<file path="config.mk">
export PLATFORM = sky130hd
export DESIGN_NAME = discrete_command_line_driver_top
export DESIGN_NICKNAME = d
export VERILOG_FILES = /design/src/hw/rtl/dcld_pkg.sv /design/src/hw/rtl/dcld_fifo.sv /design/src/hw/rtl/dcld_front.sv /design/src/hw/rtl/dcld_back.sv /design/src/hw/rtl/discrete_command_line_driver_top.sv
export SDC_FILE = /design/constraint.sdc
export NUM_CORES = 2
export LEC_CHECK = 0
export BUFFER_PORTS_ARGS = -buffer_cell sky130_fd_sc_hd__buf_2
export CAP_MARGIN = 0
export CORE_MARGIN = 2
export CORE_UTILIZATION = 42
export CTS_BUF_LIST = sky130_fd_sc_hd__clkbuf_2
export DETAILED_ROUTE_END_ITERATION = 8
export HOLD_SLACK_MARGIN = 0.05
export PLACE_DENSITY = 0.57
export SLEW_MARGIN = 20
export SYNTH_ARGS = -nofsm -noshare
export SYNTH_HDL_FRONTEND = slang
export SYNTH_SLANG_ARGS = --single-unit
</file>
<file path="constraint.sdc">
create_clock -name clk -period 6.3 [get_ports clk]
set_clock_uncertainty 0.2 [all_clocks]
set_input_delay 1.26 -clock clk [delete_from_list [all_inputs] [get_ports clk]]
set_output_delay 1.26 -clock clk [all_outputs]
set_load 0.005 [all_outputs]
</file>
<file path="src/hw/rtl/dcld_pkg.sv">
// Shared types and constants of the discrete command line driver.
// No dependencies; dcld_front, dcld_back and the top level import this package.
package dcld_pkg;

  // Default table sizes
  localparam int CMD_DEPTH_DEF  = 64;
  localparam int PORT_DEPTH_DEF = 16;

  // Queue depths between front, back and the result port
  localparam int REQ_Q_DEPTH = 2;
  localparam int RES_Q_DEPTH = 2;

  // Number of codes of the port select field
  localparam int PSEL_VALUES = 16;

  // Input opcodes
  localparam logic [1:0] OPC_LOAD_CMD  = 2'd0;
  localparam logic [1:0] OPC_LOAD_PORT = 2'd1;
  localparam logic [1:0] OPC_EXEC      = 2'd2;

  // Configuration register indexes
  localparam logic [1:0] CFG_STROBE_MODE   = 2'd0;
  localparam logic [1:0] CFG_COMMAND_COUNT = 2'd1;
  localparam logic [6:0] COMMAND_COUNT_RST = 7'd64;

  // Strobe modes
  localparam logic [1:0] SM_SIGNAL = 2'd0;
  localparam logic [1:0] SM_IO     = 2'd1;

  // Command types
  localparam logic [2:0] CT_STEP   = 3'd0;
  localparam logic [2:0] CT_STRB   = 3'd1;
  localparam logic [2:0] CT_UNSTRB = 3'd2;
  localparam logic [2:0] CT_SET    = 3'd3;
  localparam logic [2:0] CT_SELECT = 3'd4;

  // Status codes
  localparam logic [2:0] STS_OK         = 3'd0;
  localparam logic [2:0] STS_RANGE      = 3'd1;
  localparam logic [2:0] STS_MISMATCH   = 3'd2;
  localparam logic [2:0] STS_UNKNOWN    = 3'd3;
  localparam logic [2:0] STS_SKIPPED    = 3'd4;
  localparam logic [2:0] STS_BAD_STROBE = 3'd5;

  // Strobe by I/O write
  localparam logic [11:0] STROBE_IO_ADDR  = 12'h30E;
  localparam logic [15:0] STROBE_CODE_CLR = 16'd2;
  localparam logic [15:0] STROBE_CODE_SET = 16'd3;

  typedef enum logic [1:0] {
    RQ_LOAD_CMD,
    RQ_LOAD_PORT,
    RQ_BAD_OP,
    RQ_EXEC
  } req_cls_t;

  typedef enum logic [1:0] {
    RK_BUS_WRITE,
    RK_STROBE,
    RK_STATUS
  } res_kind_t;

  // Classified request between front and back
  typedef struct packed {
    req_cls_t    cls;
    logic        in_range;
    logic [5:0]  index;
    logic [2:0]  entry_kind;
    logic [3:0]  port_select;
    logic [15:0] bit_mask;
    logic [15:0] data_value;
    logic [11:0] bus_addr;
    logic        group_first;
    logic        group_last;
    logic        clear_phase;
  } req_t;

  // One result item
  typedef struct packed {
    res_kind_t   result_kind;
    logic [11:0] bus_address;
    logic [15:0] bus_data;
    logic        strobe_level;
    logic [2:0]  status;
    logic        last_result;
  } res_t;

endpackage

</file>
<file path="src/hw/rtl/dcld_fifo.sv">
// Small first-word-fall-through queue of any packed type.
// Used between front and back and in front of the result port; no package needed.
module dcld_fifo #(
  parameter type T     = logic,
  parameter int  DEPTH = 2
) (
  input  logic clk,
  input  logic rst_n,
  input  logic push,
  input  T     wdata,
  output logic full,
  input  logic pop,
  output T     rdata,
  output logic empty
);

  localparam int AW = (DEPTH > 1) ? $clog2(DEPTH) : 1;
  localparam int CW = $clog2(DEPTH + 1);

  T              mem_r [DEPTH];
  logic [AW-1:0] wr_ptr_r, rd_ptr_r;
  logic [CW-1:0] count_r;
  logic          do_push, do_pop;

  assign full    = (count_r == CW'(DEPTH));
  assign empty   = (count_r == '0);
  assign do_push = push && !full;
  assign do_pop  = pop && !empty;
  assign rdata   = mem_r[rd_ptr_r];

  always_ff @(posedge clk) begin
    if (!rst_n) begin
      wr_ptr_r <= '0;
      rd_ptr_r <= '0;
      count_r  <= '0;
    end else begin
      if (do_push) begin
        wr_ptr_r <= (wr_ptr_r == AW'(DEPTH - 1)) ? '0 : wr_ptr_r + 1'b1;
      end
      if (do_pop) begin
        rd_ptr_r <= (rd_ptr_r == AW'(DEPTH - 1)) ? '0 : rd_ptr_r + 1'b1;
      end
      if (do_push && !do_pop) begin
        count_r <= count_r + 1'b1;
      end else if (do_pop && !do_push) begin
        count_r <= count_r - 1'b1;
      end
    end
  end

  always_ff @(posedge clk) begin
    if (do_push) begin
      mem_r[wr_ptr_r] <= wdata;
    end
  end

endmodule

</file>
<file path="src/hw/rtl/dcld_front.sv">
// Front end: classifies input items and checks their index ranges.
// Depends on dcld_pkg; feeds the request queue towards dcld_back.
module dcld_front import dcld_pkg::*; #(
  parameter int CMD_DEPTH  = CMD_DEPTH_DEF,
  parameter int PORT_DEPTH = PORT_DEPTH_DEF
) (
  input  logic [1:0]                   opcode,
  input  logic [5:0]                   index,
  input  logic [2:0]                   entry_kind,
  input  logic [3:0]                   port_select,
  input  logic [15:0]                  bit_mask,
  input  logic [15:0]                  data_value,
  input  logic [11:0]                  bus_addr_in,
  input  logic                         group_first,
  input  logic                         group_last,
  input  logic                         clear_phase,
  input  logic [6:0]                   command_count,
  output req_t                         req,
  output logic [$clog2(CMD_DEPTH)-1:0] last_line
);

  localparam int CAW  = $clog2(CMD_DEPTH);
  localparam int CNTW = ($clog2(CMD_DEPTH + 1) > 7) ? $clog2(CMD_DEPTH + 1) : 7;
  localparam int PCW  = ($clog2(PORT_DEPTH + 1) > 6) ? $clog2(PORT_DEPTH + 1) : 6;

  logic [CNTW-1:0] valid_cnt;

  // Live table size: the smaller of the register and the depth
  assign valid_cnt = (CNTW'(command_count) < CNTW'(CMD_DEPTH)) ?
                     CNTW'(command_count) : CNTW'(CMD_DEPTH);
  assign last_line = (valid_cnt == '0) ? '0 : CAW'(valid_cnt - 1'b1);

  always_comb begin
    req.index       = index;
    req.entry_kind  = entry_kind;
    req.port_select = port_select;
    req.bit_mask    = bit_mask;
    req.data_value  = data_value;
    req.bus_addr    = bus_addr_in;
    req.group_first = group_first;
    req.group_last  = group_last;
    req.clear_phase = clear_phase;
    case (opcode)
      OPC_LOAD_CMD: begin
        req.cls      = RQ_LOAD_CMD;
        req.in_range = CNTW'(index) < CNTW'(CMD_DEPTH);
      end
      OPC_LOAD_PORT: begin
        req.cls      = RQ_LOAD_PORT;
        req.in_range = PCW'(index) < PCW'(PORT_DEPTH);
      end
      OPC_EXEC: begin
        req.cls      = RQ_EXEC;
        req.in_range = CNTW'(index) < valid_cnt;
      end
      default: begin
        req.cls      = RQ_BAD_OP;
        req.in_range = 1'b0;
      end
    endcase
  end

endmodule

</file>
<file path="src/hw/rtl/dcld_back.sv">
// Back end: holds the command and port tables and carries out requests.
// Depends on dcld_pkg; takes requests from one dcld_fifo and fills another.
module dcld_back import dcld_pkg::*; #(
  parameter int CMD_DEPTH  = CMD_DEPTH_DEF,
  parameter int PORT_DEPTH = PORT_DEPTH_DEF
) (
  input  logic                         clk,
  input  logic                         rst_n,
  input  logic [1:0]                   strobe_mode,
  input  logic [$clog2(CMD_DEPTH)-1:0] last_line,
  input  req_t                         req,
  input  logic                         req_empty,
  output logic                         req_pop,
  output res_t                         res,
  output logic                         res_push,
  input  logic                         res_full
);

  localparam int CAW = $clog2(CMD_DEPTH);
  localparam int PAW = (PORT_DEPTH > 1) ? $clog2(PORT_DEPTH) : 1;

  typedef enum logic [2:0] {
    S_IDLE,
    S_ELEM,
    S_LAST,
    S_RUN,
    S_WR
  } state_t;

  typedef enum logic [1:0] {
    OP_PORT,
    OP_SIG,
    OP_IO
  } op_code_t;

  typedef struct packed {
    op_code_t       code;
    logic [PAW-1:0] port;
    logic [15:0]    clr_bits;
    logic [15:0]    set_bits;
    logic           level;
    logic [2:0]     status;
  } op_t;

  typedef struct packed {
    logic [2:0]     kind;
    logic [PAW-1:0] port;
    logic [15:0]    mask;
    logic [15:0]    value;
  } cmd_entry_t;

  function automatic op_t port_op(logic [PAW-1:0] p, logic [15:0] c, logic [15:0] s);
    op_t o;
    o.code     = OP_PORT;
    o.port     = p;
    o.clr_bits = c;
    o.set_bits = s;
    o.level    = 1'b0;
    o.status   = STS_OK;
    return o;
  endfunction

  // Line port ops get their port and bits once the last table line is read
  function automatic op_t strobe_op(logic lvl, logic [2:0] st, logic [1:0] mode);
    op_t o;
    o.code     = (mode == SM_SIGNAL) ? OP_SIG : ((mode == SM_IO) ? OP_IO : OP_PORT);
    o.port     = '0;
    o.clr_bits = '0;
    o.set_bits = '0;
    o.level    = lvl;
    o.status   = st;
    return o;
  endfunction

  function automatic res_t status_res(logic [2:0] st);
    res_t r;
    r.result_kind  = RK_STATUS;
    r.bus_address  = '0;
    r.bus_data     = '0;
    r.strobe_level = 1'b0;
    r.status       = st;
    r.last_result  = 1'b1;
    return r;
  endfunction

  // Tables
  cmd_entry_t  cmd_mem_r  [CMD_DEPTH];
  logic [11:0] addr_mem_r [PORT_DEPTH];
  logic [15:0] sh_mem_r   [PORT_DEPTH];
  cmd_entry_t  cmd_rd_r;
  logic [11:0] addr_rd_r;
  logic [15:0] sh_rd_r;

  // Port wrap for loaded commands
  logic [PAW-1:0] port_wrap [PSEL_VALUES];
  for (genvar g = 0; g < PSEL_VALUES; g++) begin : g_wrap
    assign port_wrap[g] = PAW'(g % PORT_DEPTH);
  end

  state_t         state_r, state_nxt;
  req_t           cur_r, cur_nxt;
  op_t            op_r [2];
  op_t            op_nxt [2];
  logic           op_idx_r, op_idx_nxt;
  logic           op_last_r, op_last_nxt;
  logic           strb_slot_r, strb_slot_nxt;
  logic [5:0]     strobe_cmd_r, strobe_cmd_nxt;
  logic [2:0]     group_kind_r, group_kind_nxt;
  logic           aborted_r, aborted_nxt;

  logic           cmd_we, cmd_re;
  logic [CAW-1:0] cmd_raddr;
  logic           addr_we, sh_we, port_re;
  logic [PAW-1:0] port_waddr, port_raddr;
  logic [15:0]    sh_wdata;

  always_comb begin
    op_t         cur_op;
    logic [2:0]  t;
    logic        mismatch;
    logic        spare;
    logic        need_strb;
    logic [15:0] m;
    logic [15:0] ev;
    logic [PAW-1:0] p;
    logic [15:0] new_sh;

    state_nxt      = state_r;
    cur_nxt        = cur_r;
    op_nxt[0]      = op_r[0];
    op_nxt[1]      = op_r[1];
    op_idx_nxt     = op_idx_r;
    op_last_nxt    = op_last_r;
    strb_slot_nxt  = strb_slot_r;
    strobe_cmd_nxt = strobe_cmd_r;
    group_kind_nxt = group_kind_r;
    aborted_nxt    = aborted_r;
    req_pop        = 1'b0;
    res_push       = 1'b0;
    res            = status_res(STS_OK);
    cmd_we         = 1'b0;
    cmd_re         = 1'b0;
    cmd_raddr      = CAW'(req.index);
    addr_we        = 1'b0;
    sh_we          = 1'b0;
    port_re        = 1'b0;
    port_waddr     = PAW'(req.index);
    port_raddr     = op_r[op_idx_r].port;
    sh_wdata       = req.data_value;

    cur_op    = op_r[op_idx_r];
    t         = cmd_rd_r.kind;
    m         = cmd_rd_r.mask;
    ev        = cur_r.data_value;
    p         = cmd_rd_r.port;
    mismatch  = !cur_r.group_first && (t != group_kind_r);
    spare     = !(t inside {[CT_STEP:CT_SELECT]});
    need_strb = 1'b0;
    new_sh    = (sh_rd_r & ~cur_op.clr_bits) | cur_op.set_bits;

    case (state_r)
      S_IDLE: begin
        if (!req_empty && !res_full) begin
          req_pop = 1'b1;
          case (req.cls)
            RQ_LOAD_CMD: begin
              cmd_we   = req.in_range;
              res_push = 1'b1;
              res      = status_res(req.in_range ? STS_OK : STS_RANGE);
            end
            RQ_LOAD_PORT: begin
              addr_we  = req.in_range;
              sh_we    = req.in_range;
              res_push = 1'b1;
              res      = status_res(req.in_range ? STS_OK : STS_RANGE);
            end
            RQ_EXEC: begin
              if (!req.group_first && aborted_r) begin
                res_push = 1'b1;
                res      = status_res(STS_SKIPPED);
              end else if (!req.in_range) begin
                res_push    = 1'b1;
                res         = status_res(STS_RANGE);
                aborted_nxt = 1'b1;
              end else begin
                aborted_nxt = 1'b0;
                cmd_re      = 1'b1;
                cur_nxt     = req;
                state_nxt   = S_ELEM;
              end
            end
            default: begin
              res_push = 1'b1;
              res      = status_res(STS_UNKNOWN);
            end
          endcase
        end
      end

      S_ELEM: begin
        if (cur_r.group_first) begin
          group_kind_nxt = t;
        end
        if (mismatch || spare) begin
          if (!res_full) begin
            res_push    = 1'b1;
            res         = status_res(mismatch ? STS_MISMATCH : STS_UNKNOWN);
            aborted_nxt = 1'b1;
            state_nxt   = S_IDLE;
          end
        end else begin
          op_last_nxt = 1'b0;
          case (t)
            CT_STEP: begin
              op_nxt[0]   = port_op(p, '0, m);
              op_nxt[1]   = port_op(p, m, '0);
              op_last_nxt = 1'b1;
            end
            CT_STRB: begin
              if (cur_r.group_first && cur_r.clear_phase) begin
                // Clear the strobe before the element's own write
                op_nxt[0]     = strobe_op(1'b0, (cur_r.index != strobe_cmd_r) ?
                                          STS_BAD_STROBE : STS_OK, strobe_mode);
                op_nxt[1]     = port_op(p, m, '0);
                op_last_nxt   = 1'b1;
                strb_slot_nxt = 1'b0;
                need_strb     = 1'b1;
              end else begin
                op_nxt[0] = cur_r.clear_phase ? port_op(p, m, '0) : port_op(p, '0, m);
                if (!cur_r.clear_phase && cur_r.group_last) begin
                  op_nxt[1]     = strobe_op(1'b1, STS_OK, strobe_mode);
                  op_last_nxt   = 1'b1;
                  strb_slot_nxt = 1'b1;
                  need_strb     = 1'b1;
                end
              end
              if (cur_r.group_first && !cur_r.clear_phase) begin
                strobe_cmd_nxt = cur_r.index;
              end
            end
            CT_UNSTRB: begin
              op_nxt[0] = port_op(p, m, m & cmd_rd_r.value);
            end
            CT_SET: begin
              if (m != '0) begin
                op_nxt[0] = (ev != '0) ? port_op(p, '0, m) : port_op(p, m, '0);
              end else begin
                op_nxt[0] = port_op(p, '0, ev);
              end
            end
            default: begin
              op_nxt[0] = port_op(p, m, m & ~ev);
            end
          endcase
          op_idx_nxt = 1'b0;
          if (need_strb && (strobe_mode != SM_SIGNAL) && (strobe_mode != SM_IO)) begin
            // Fetch the last table line for the strobe write
            cmd_re    = 1'b1;
            cmd_raddr = last_line;
            state_nxt = S_LAST;
          end else begin
            state_nxt = S_RUN;
          end
        end
      end

      S_LAST: begin
        op_nxt[strb_slot_r].port     = cmd_rd_r.port;
        op_nxt[strb_slot_r].clr_bits = op_r[strb_slot_r].level ? '0 : cmd_rd_r.mask;
        op_nxt[strb_slot_r].set_bits = op_r[strb_slot_r].level ? cmd_rd_r.mask : '0;
        state_nxt                    = S_RUN;
      end

      S_RUN: begin
        if (cur_op.code == OP_PORT) begin
          port_re   = 1'b1;
          state_nxt = S_WR;
        end else if (!res_full) begin
          res_push         = 1'b1;
          res.status       = cur_op.status;
          res.last_result  = (op_idx_r == op_last_r);
          if (cur_op.code == OP_SIG) begin
            res.result_kind  = RK_STROBE;
            res.strobe_level = cur_op.level;
          end else begin
            res.result_kind = RK_BUS_WRITE;
            res.bus_address = STROBE_IO_ADDR;
            res.bus_data    = cur_op.level ? STROBE_CODE_SET : STROBE_CODE_CLR;
          end
          if (op_idx_r == op_last_r) begin
            state_nxt = S_IDLE;
          end else begin
            op_idx_nxt = 1'b1;
          end
        end
      end

      S_WR: begin
        if (!res_full) begin
          sh_we           = 1'b1;
          port_waddr      = cur_op.port;
          sh_wdata        = new_sh;
          res_push        = 1'b1;
          res.result_kind = RK_BUS_WRITE;
          res.bus_address = addr_rd_r;
          res.bus_data    = new_sh;
          res.status      = cur_op.status;
          res.last_result = (op_idx_r == op_last_r);
          if (op_idx_r == op_last_r) begin
            state_nxt = S_IDLE;
          end else begin
            op_idx_nxt = 1'b1;
            state_nxt  = S_RUN;
          end
        end
      end

      default: begin
        state_nxt = S_IDLE;
      end
    endcase
  end

  always_ff @(posedge clk) begin
    if (!rst_n) begin
      state_r      <= S_IDLE;
      op_idx_r     <= 1'b0;
      op_last_r    <= 1'b0;
      strb_slot_r  <= 1'b0;
      strobe_cmd_r <= '0;
      group_kind_r <= '0;
      aborted_r    <= 1'b0;
    end else begin
      state_r      <= state_nxt;
      op_idx_r     <= op_idx_nxt;
      op_last_r    <= op_last_nxt;
      strb_slot_r  <= strb_slot_nxt;
      strobe_cmd_r <= strobe_cmd_nxt;
      group_kind_r <= group_kind_nxt;
      aborted_r    <= aborted_nxt;
    end
  end

  always_ff @(posedge clk) begin
    cur_r   <= cur_nxt;
    op_r[0] <= op_nxt[0];
    op_r[1] <= op_nxt[1];
  end

  always_ff @(posedge clk) begin
    if (cmd_we) begin
      cmd_mem_r[CAW'(req.index)] <= {req.entry_kind, port_wrap[req.port_select],
                                     req.bit_mask, req.data_value};
    end
    if (cmd_re) begin
      cmd_rd_r <= cmd_mem_r[cmd_raddr];
    end
  end

  always_ff @(posedge clk) begin
    if (addr_we) begin
      addr_mem_r[port_waddr] <= req.bus_addr;
    end
    if (sh_we) begin
      sh_mem_r[port_waddr] <= sh_wdata;
    end
    if (port_re) begin
      addr_rd_r <= addr_mem_r[port_raddr];
      sh_rd_r   <= sh_mem_r[port_raddr];
    end
  end

endmodule

</file>
<file path="src/hw/rtl/discrete_command_line_driver_top.sv">
// Top level of the discrete command line driver: configuration registers and
// the front, request queue, back and result queue. Depends on dcld_pkg.
//
// Usage:
//   Input channel: drive the in_ fields and raise in_push; the item is taken
//   at a clock edge with in_push high and in_full low. Load items fill the
//   command and port tables, execute items run one command element.
//   Result channel: while out_empty is low the oldest result sits on the out_
//   ports; raise out_pop to take it. out_last_result marks the final result
//   of an item (every item gives one or two results).
//   Configuration: cfg_index 0 is the strobe mode, 1 the command count. A
//   write lands at an edge with cfg_valid and cfg_ready high; cfg_ready is
//   always high. Write only while the block is idle.
//   Timing: the back end works one request at a time. A load or status-only
//   item is done in the idle state; a type mismatch or spare type ends in the
//   element state. A writing element passes the element state, fetches the
//   last table line if a strobe write goes to a port, then for each write
//   reads the port shadow in the run state and writes it back in the write
//   state, or uses only the run state for a strobe signal or I/O write.
//   Reset: queues empty, strobe mode 0, command count 64, group state clear.
//   A stalled receiver fills the result queue, the back end holds, and
//   in_full rises once the request queue is full.
module discrete_command_line_driver_top import dcld_pkg::*; #(
  parameter int CMD_DEPTH  = CMD_DEPTH_DEF,
  parameter int PORT_DEPTH = PORT_DEPTH_DEF
) (
  input  logic        clk,
  input  logic        rst_n,
  // input channel
  input  logic        in_push,
  output logic        in_full,
  input  logic [1:0]  in_opcode,
  input  logic [5:0]  in_index,
  input  logic [2:0]  in_entry_kind,
  input  logic [3:0]  in_port_select,
  input  logic [15:0] in_bit_mask,
  input  logic [15:0] in_data_value,
  input  logic [11:0] in_bus_addr_in,
  input  logic        in_group_first,
  input  logic        in_group_last,
  input  logic        in_clear_phase,
  // result channel
  output logic        out_empty,
  input  logic        out_pop,
  output logic [1:0]  out_result_kind,
  output logic [11:0] out_bus_address,
  output logic [15:0] out_bus_data,
  output logic        out_strobe_level,
  output logic [2:0]  out_status,
  output logic        out_last_result,
  // configuration port
  input  logic        cfg_valid,
  output logic        cfg_ready,
  input  logic [1:0]  cfg_index,
  input  logic [6:0]  cfg_data
);

  logic [1:0]                   strobe_mode_r;
  logic [6:0]                   command_count_r;
  req_t                         front_req;
  req_t                         q_req;
  logic                         q_empty;
  logic                         q_pop;
  res_t                         back_res;
  logic                         back_push;
  logic                         res_full;
  res_t                         res_head;
  logic [$clog2(CMD_DEPTH)-1:0] last_line;

  // Configuration registers: take every write at once
  assign cfg_ready = 1'b1;

  always_ff @(posedge clk) begin
    if (!rst_n) begin
      strobe_mode_r   <= SM_SIGNAL;
      command_count_r <= COMMAND_COUNT_RST;
    end else if (cfg_valid && cfg_ready) begin
      case (cfg_index)
        CFG_STROBE_MODE:   strobe_mode_r   <= cfg_data[1:0];
        CFG_COMMAND_COUNT: command_count_r <= cfg_data;
        default:           ;
      endcase
    end
  end

  // Classify the incoming item
  dcld_front #(
    .CMD_DEPTH  (CMD_DEPTH),
    .PORT_DEPTH (PORT_DEPTH)
  ) u_front (
    .opcode        (in_opcode),
    .index         (in_index),
    .entry_kind    (in_entry_kind),
    .port_select   (in_port_select),
    .bit_mask      (in_bit_mask),
    .data_value    (in_data_value),
    .bus_addr_in   (in_bus_addr_in),
    .group_first   (in_group_first),
    .group_last    (in_group_last),
    .clear_phase   (in_clear_phase),
    .command_count (command_count_r),
    .req           (front_req),
    .last_line     (last_line)
  );

  // Hold classified requests until the back end is free
  dcld_fifo #(
    .T     (req_t),
    .DEPTH (REQ_Q_DEPTH)
  ) u_req_q (
    .clk   (clk),
    .rst_n (rst_n),
    .push  (in_push),
    .wdata (front_req),
    .full  (in_full),
    .pop   (q_pop),
    .rdata (q_req),
    .empty (q_empty)
  );

  // Carry out loads and command elements
  dcld_back #(
    .CMD_DEPTH  (CMD_DEPTH),
    .PORT_DEPTH (PORT_DEPTH)
  ) u_back (
    .clk         (clk),
    .rst_n       (rst_n),
    .strobe_mode (strobe_mode_r),
    .last_line   (last_line),
    .req         (q_req),
    .req_empty   (q_empty),
    .req_pop     (q_pop),
    .res         (back_res),
    .res_push    (back_push),
    .res_full    (res_full)
  );

  // Park results until the receiver takes them
  dcld_fifo #(
    .T     (res_t),
    .DEPTH (RES_Q_DEPTH)
  ) u_res_q (
    .clk   (clk),
    .rst_n (rst_n),
    .push  (back_push),
    .wdata (back_res),
    .full  (res_full),
    .pop   (out_pop),
    .rdata (res_head),
    .empty (out_empty)
  );

  assign out_result_kind  = res_head.result_kind;
  assign out_bus_address  = res_head.bus_address;
  assign out_bus_data     = res_head.bus_data;
  assign out_strobe_level = res_head.strobe_level;
  assign out_status       = res_head.status;
  assign out_last_result  = res_head.last_result;

endmodule
</file>
==> summary.md <==
| Metric | Value |
|---|---|
| FF-to-FF Start | u_back.cmd_rd_r[36]$_DFFE_PP_ |
| Clk sinks | 3347 |
| Die H | 567 µm |
| Final Cycle Share | 95.4% |
| Layout cells sized above 1 | 20.7% |
| Leakage | between 50 and 60 nW |
| Vias in the first global route | 85270 |
| Hold Path Class | in -> reg |
| Top cell type by total area after synthesis | edfxtp_1 |
| Reg2reg end | u_back.cmd_rd_r[37]$_DFFE_PP_ |
| Rows | 206 |
| Flop-to-flop setup slack | roughly 290 ps |
| Sw frac | 35.0% |
| Main synth FF type | edfxtp_1 |
| Core ar. | 315000 µm² |
| Worst hold slack | 251 ps |
| Outcome | finished with violations |
| Post-layout util | 48.0% |
| Final net count | 10031 |
| Post-synthesis area per instance | approximately 15 µm² |
| Pre-Repair DR Iteration Count | 9 |
| Minimum clock period | 6010 ps |
| Initial antenna violation count | 45 |
| Final hold viol count | 0 |
| Crit path kind | reg -> reg |
| Maximum clock rate | 166 MHz |
| Die ar. | between 300000 and 400000 µm² |
| Max-Cap Viols | 0 |
| Seq/Total Area, Yosys | 75.3% |
| Max VDD drop | around 220 µV |
| Rel. slew slack | 18.4% |
| Synth cell types | ~90 |
| Syn_nets | ~9000 |
| RSZ-0062 raised after global routing | no |
| Switch Pwr | 0.0194 W |
| Critical Path AT | 7750 ps |
| Critical-path cell list | xor2_1 > o31a_1 > or4_4 > a21oi_4 > buf_12 > buf_4 > a21oi_1 > a211oi_1 > nand4_1 > o221ai_1 > or4_1 |
| CTS tree | yes |
| CP Launch Type | register |
| EDFF count, synth | 3310 |
| First-pass GRT wire length | roughly 660 mm |
| Post-synth top area share | about three quarters |
| Int Power | 0.0360 W |
| Ranking of synthesized cells by area | edfxtp_1, nand2_1, a21oi_1 |
| Post-cts sizing count | 0 |
| Routability cong. | approximately 0.9 |
| Reg clk slew, reported paths | 100 ps |
| Ys async rst share | 0% |
| Placed cell count | 13064 |
| WL/cell | approximately 32 µm |
| CTS Buf Count | around 820 |
| Hold path endpoint | u_req_q.mem_r[0][28]$_DFFE_PP_ |
| Worst slew pin tran | 1220 ps |
| Max-slew violation count | 0 |
| Worst Path Required | between 8000 and 9000 ps |
| Part of the power in registers | 48.7% |
| Starting density of the core | 42.2% |
| Crit-path slowest cell | edfxtp_1 |
| Post-Route WL | ~480 mm |
| Pin count of the biggest net entering global routing | 85 |
| Commonest non-fill, non-tap cells in the layout | edfxtp_1, nand2_1, clkbuf_2 |
| Clk buf depth | 4 |
| Mapped cell area | 133000 µm² |
| Port Buf Inserts | 112 |
| Synth-to-layout area growth | 13.7% |
| Layout filler cell count | 27358 |
| Root buf cell | clkbuf_2 |
| CTS HTree Levels | 6 |
| Commonest non-fill, non-tap cell in the layout | edfxtp_1 |
| Worst-skew pair later-pin latency | 2340 ps |
| Ports | roughly 110 |
| Failing checks | antenna violations |
| Vias | just over 90000 |
| Worst r2r path cells | 11 |
| Comb power frac | roughly a quarter |
| Cells after Synth | 8925 |
| Post-route DRC | 0 |
| Grt total ovfl | 0 |
| Endpoints failing setup | 0 |
| DR vias/cell | 6.14 |
| Clock share of power | 26.0% |
| Crit-path max FO | 18 |
| CP Capture Type | register |
| Worst hold start | in_data_value[13] |
| Min-Delay Path Depth | 3 |
| DRT iter0 DRCs | about 15000 |
| CP max stage delay | 910 ps |
| Post-route ant nets | 1 |
| Yosys reg bits | 3347 |
| Dpl hpwl | 270 mm |
| Worst setup path start | u_back.cmd_rd_r[36]$_DFFE_PP_ |
| Power Density | between 300 and 400 nW/µm² |
| Yosys warns | 0 |
| Die X | 567 µm |
| GRT Total Usage | 28.9% |
| Non-Filler Instances | about 15000 |
[cell usage after synthesis, types with 81 or more instances]
| cell type | instances |
|---|---|
| nand3_1 | 346 |
| nand2_1 | 1692 |
| inv_1 | 122 |
| mux2_2 | 109 |
| and2_1 | 87 |
| a31oi_1 | 129 |
| a211oi_1 | 270 |
| and3_1 | 98 |
| clkbuf_1 | 213 |
| buf_2 | 234 |
| nor3_1 | 81 |
| nor2_1 | 173 |
| a21oi_1 | 640 |
| edfxtp_1 | 3310 |
| mux2i_1 | 192 |
| mux4_2 | 112 |
[registers in the layout, indices dropped and copies added, names as in the netlist, 3 cells and up, named ones only]
name                 flops
command_count_r          7
u_back.addr_mem_r      192
u_back.addr_rd_r        12
u_back.cmd_mem_r      2496
u_back.cmd_rd_r         39
u_back.cur_r            25
u_back.group_kind_r      3
u_back.op_r             78
u_back.sh_mem_r        256
u_back.sh_rd_r          16
u_back.state_r           3
u_back.strobe_cmd_r      6
u_req_q.mem_r          126
u_res_q.mem_r           70
[critical path, delay by kind of cell (launching register included)]
kind | cells | cell delay (ps)
xor+xnor | 1 | 180
flops | 1 | 910
simple gates | 3 | 1690
buf+inv | 2 | 620
compound gates | 5 | 2100
[layout make-up]
| class | count | area (µm²) | share of cell area, % |
|---|---|---|---|
| multi-input cells | 4892 | 30600 | 20.3 |
| clock inverters | 260 | 1500 | 0.991 |
| clock buffers | 1157 | 5790 | 3.83 |
| flip-flops and latches | 3347 | 100000 | 66.3 |
| diodes | 27 | 67.6 | 0.0447 |
| well taps | 4160 | 5200 | 3.44 |
| inverters | 123 | 462 | 0.305 |
| repair buffers | 756 | 7370 | 4.88 |
[power by group through the flow]
stage | Clock (W) | Combinational (W) | Sequential, W
floorplan | 0 | 0.00759 | 0.0273
global placement | 0 | 0.0133 | 0.0274
detailed placement | 0 | 0.0135 | 0.0274
CTS | 0.0146 | 0.0136 | 0.0269
global route | 0.0157 | 0.0146 | 0.0270
finish | 0.0144 | 0.0140 | 0.0270
[logic make-up (layout without fill, tap and decap cells)]
kind of cell             Yosys count  count (layout)  share of synthesized area (%)
AND/OR/NAND/NOR                 2698            2698                           8.87
buffers and inverters            686            2296                           2.40
AO/OA/AOI/OAI                   1750            1750                           8.93
other                              1              28                        0.00282
XOR/XNOR                          16              16                          0.105
adder cells (fa/ha/maj)           14              14                          0.132
multiplexers                     413             413                           4.27
flip-flops                      3347            3347                           75.3
[stage by stage]
stage / power (W) / TNS, ps / instance area, µm² / setup WS [ps]
2_1_floorplan: 0.0348 / 0 / 133000 / 589
3_3_place_gp: 0.0408 / -52.1 / 142000 / -52.1
3_5_place_dp: 0.0409 / 0 / 142000 / 643
4_1_cts: 0.0552 / 0 / 151000 / 614
5_1_grt: 0.0573 / 0 / 151000 / 274
6_report: 0.0553 / 0 / 151000 / 288
[timing repair]
action | in CTS | in global routing
endpoints found under the setup margin | 0 | 0
hold buffers | 213 | 0
setup buffers | 0 | 0
endpoints found under the hold margin | 289 | 0
[metal layers]
metal / wire [µm] / global-route usage [%]
met5: 127 / 0
met3: 61400 / 7.50
met4: 23500 / 13.4
met1: 180000 / 39.0
met2: 213000 / 43.8
[worst max path at each step]
stage               cells after the start  slack [ps]                       endpoint
floorplan                               7         590  u_res_q.mem_r[0][0]$_DFFE_PP_
global placement                       11         -50  u_back.cmd_rd_r[35]$_DFFE_PP_
detailed placement                     11         640  u_back.cmd_rd_r[21]$_DFFE_PP_
CTS                                    11         610  u_back.cmd_rd_r[21]$_DFFE_PP_
global route                           11         270  u_back.cmd_rd_r[21]$_DFFE_PP_
finish                                 11         290  u_back.cmd_rd_r[37]$_DFFE_PP_
(Power assumes the default switching activity.)
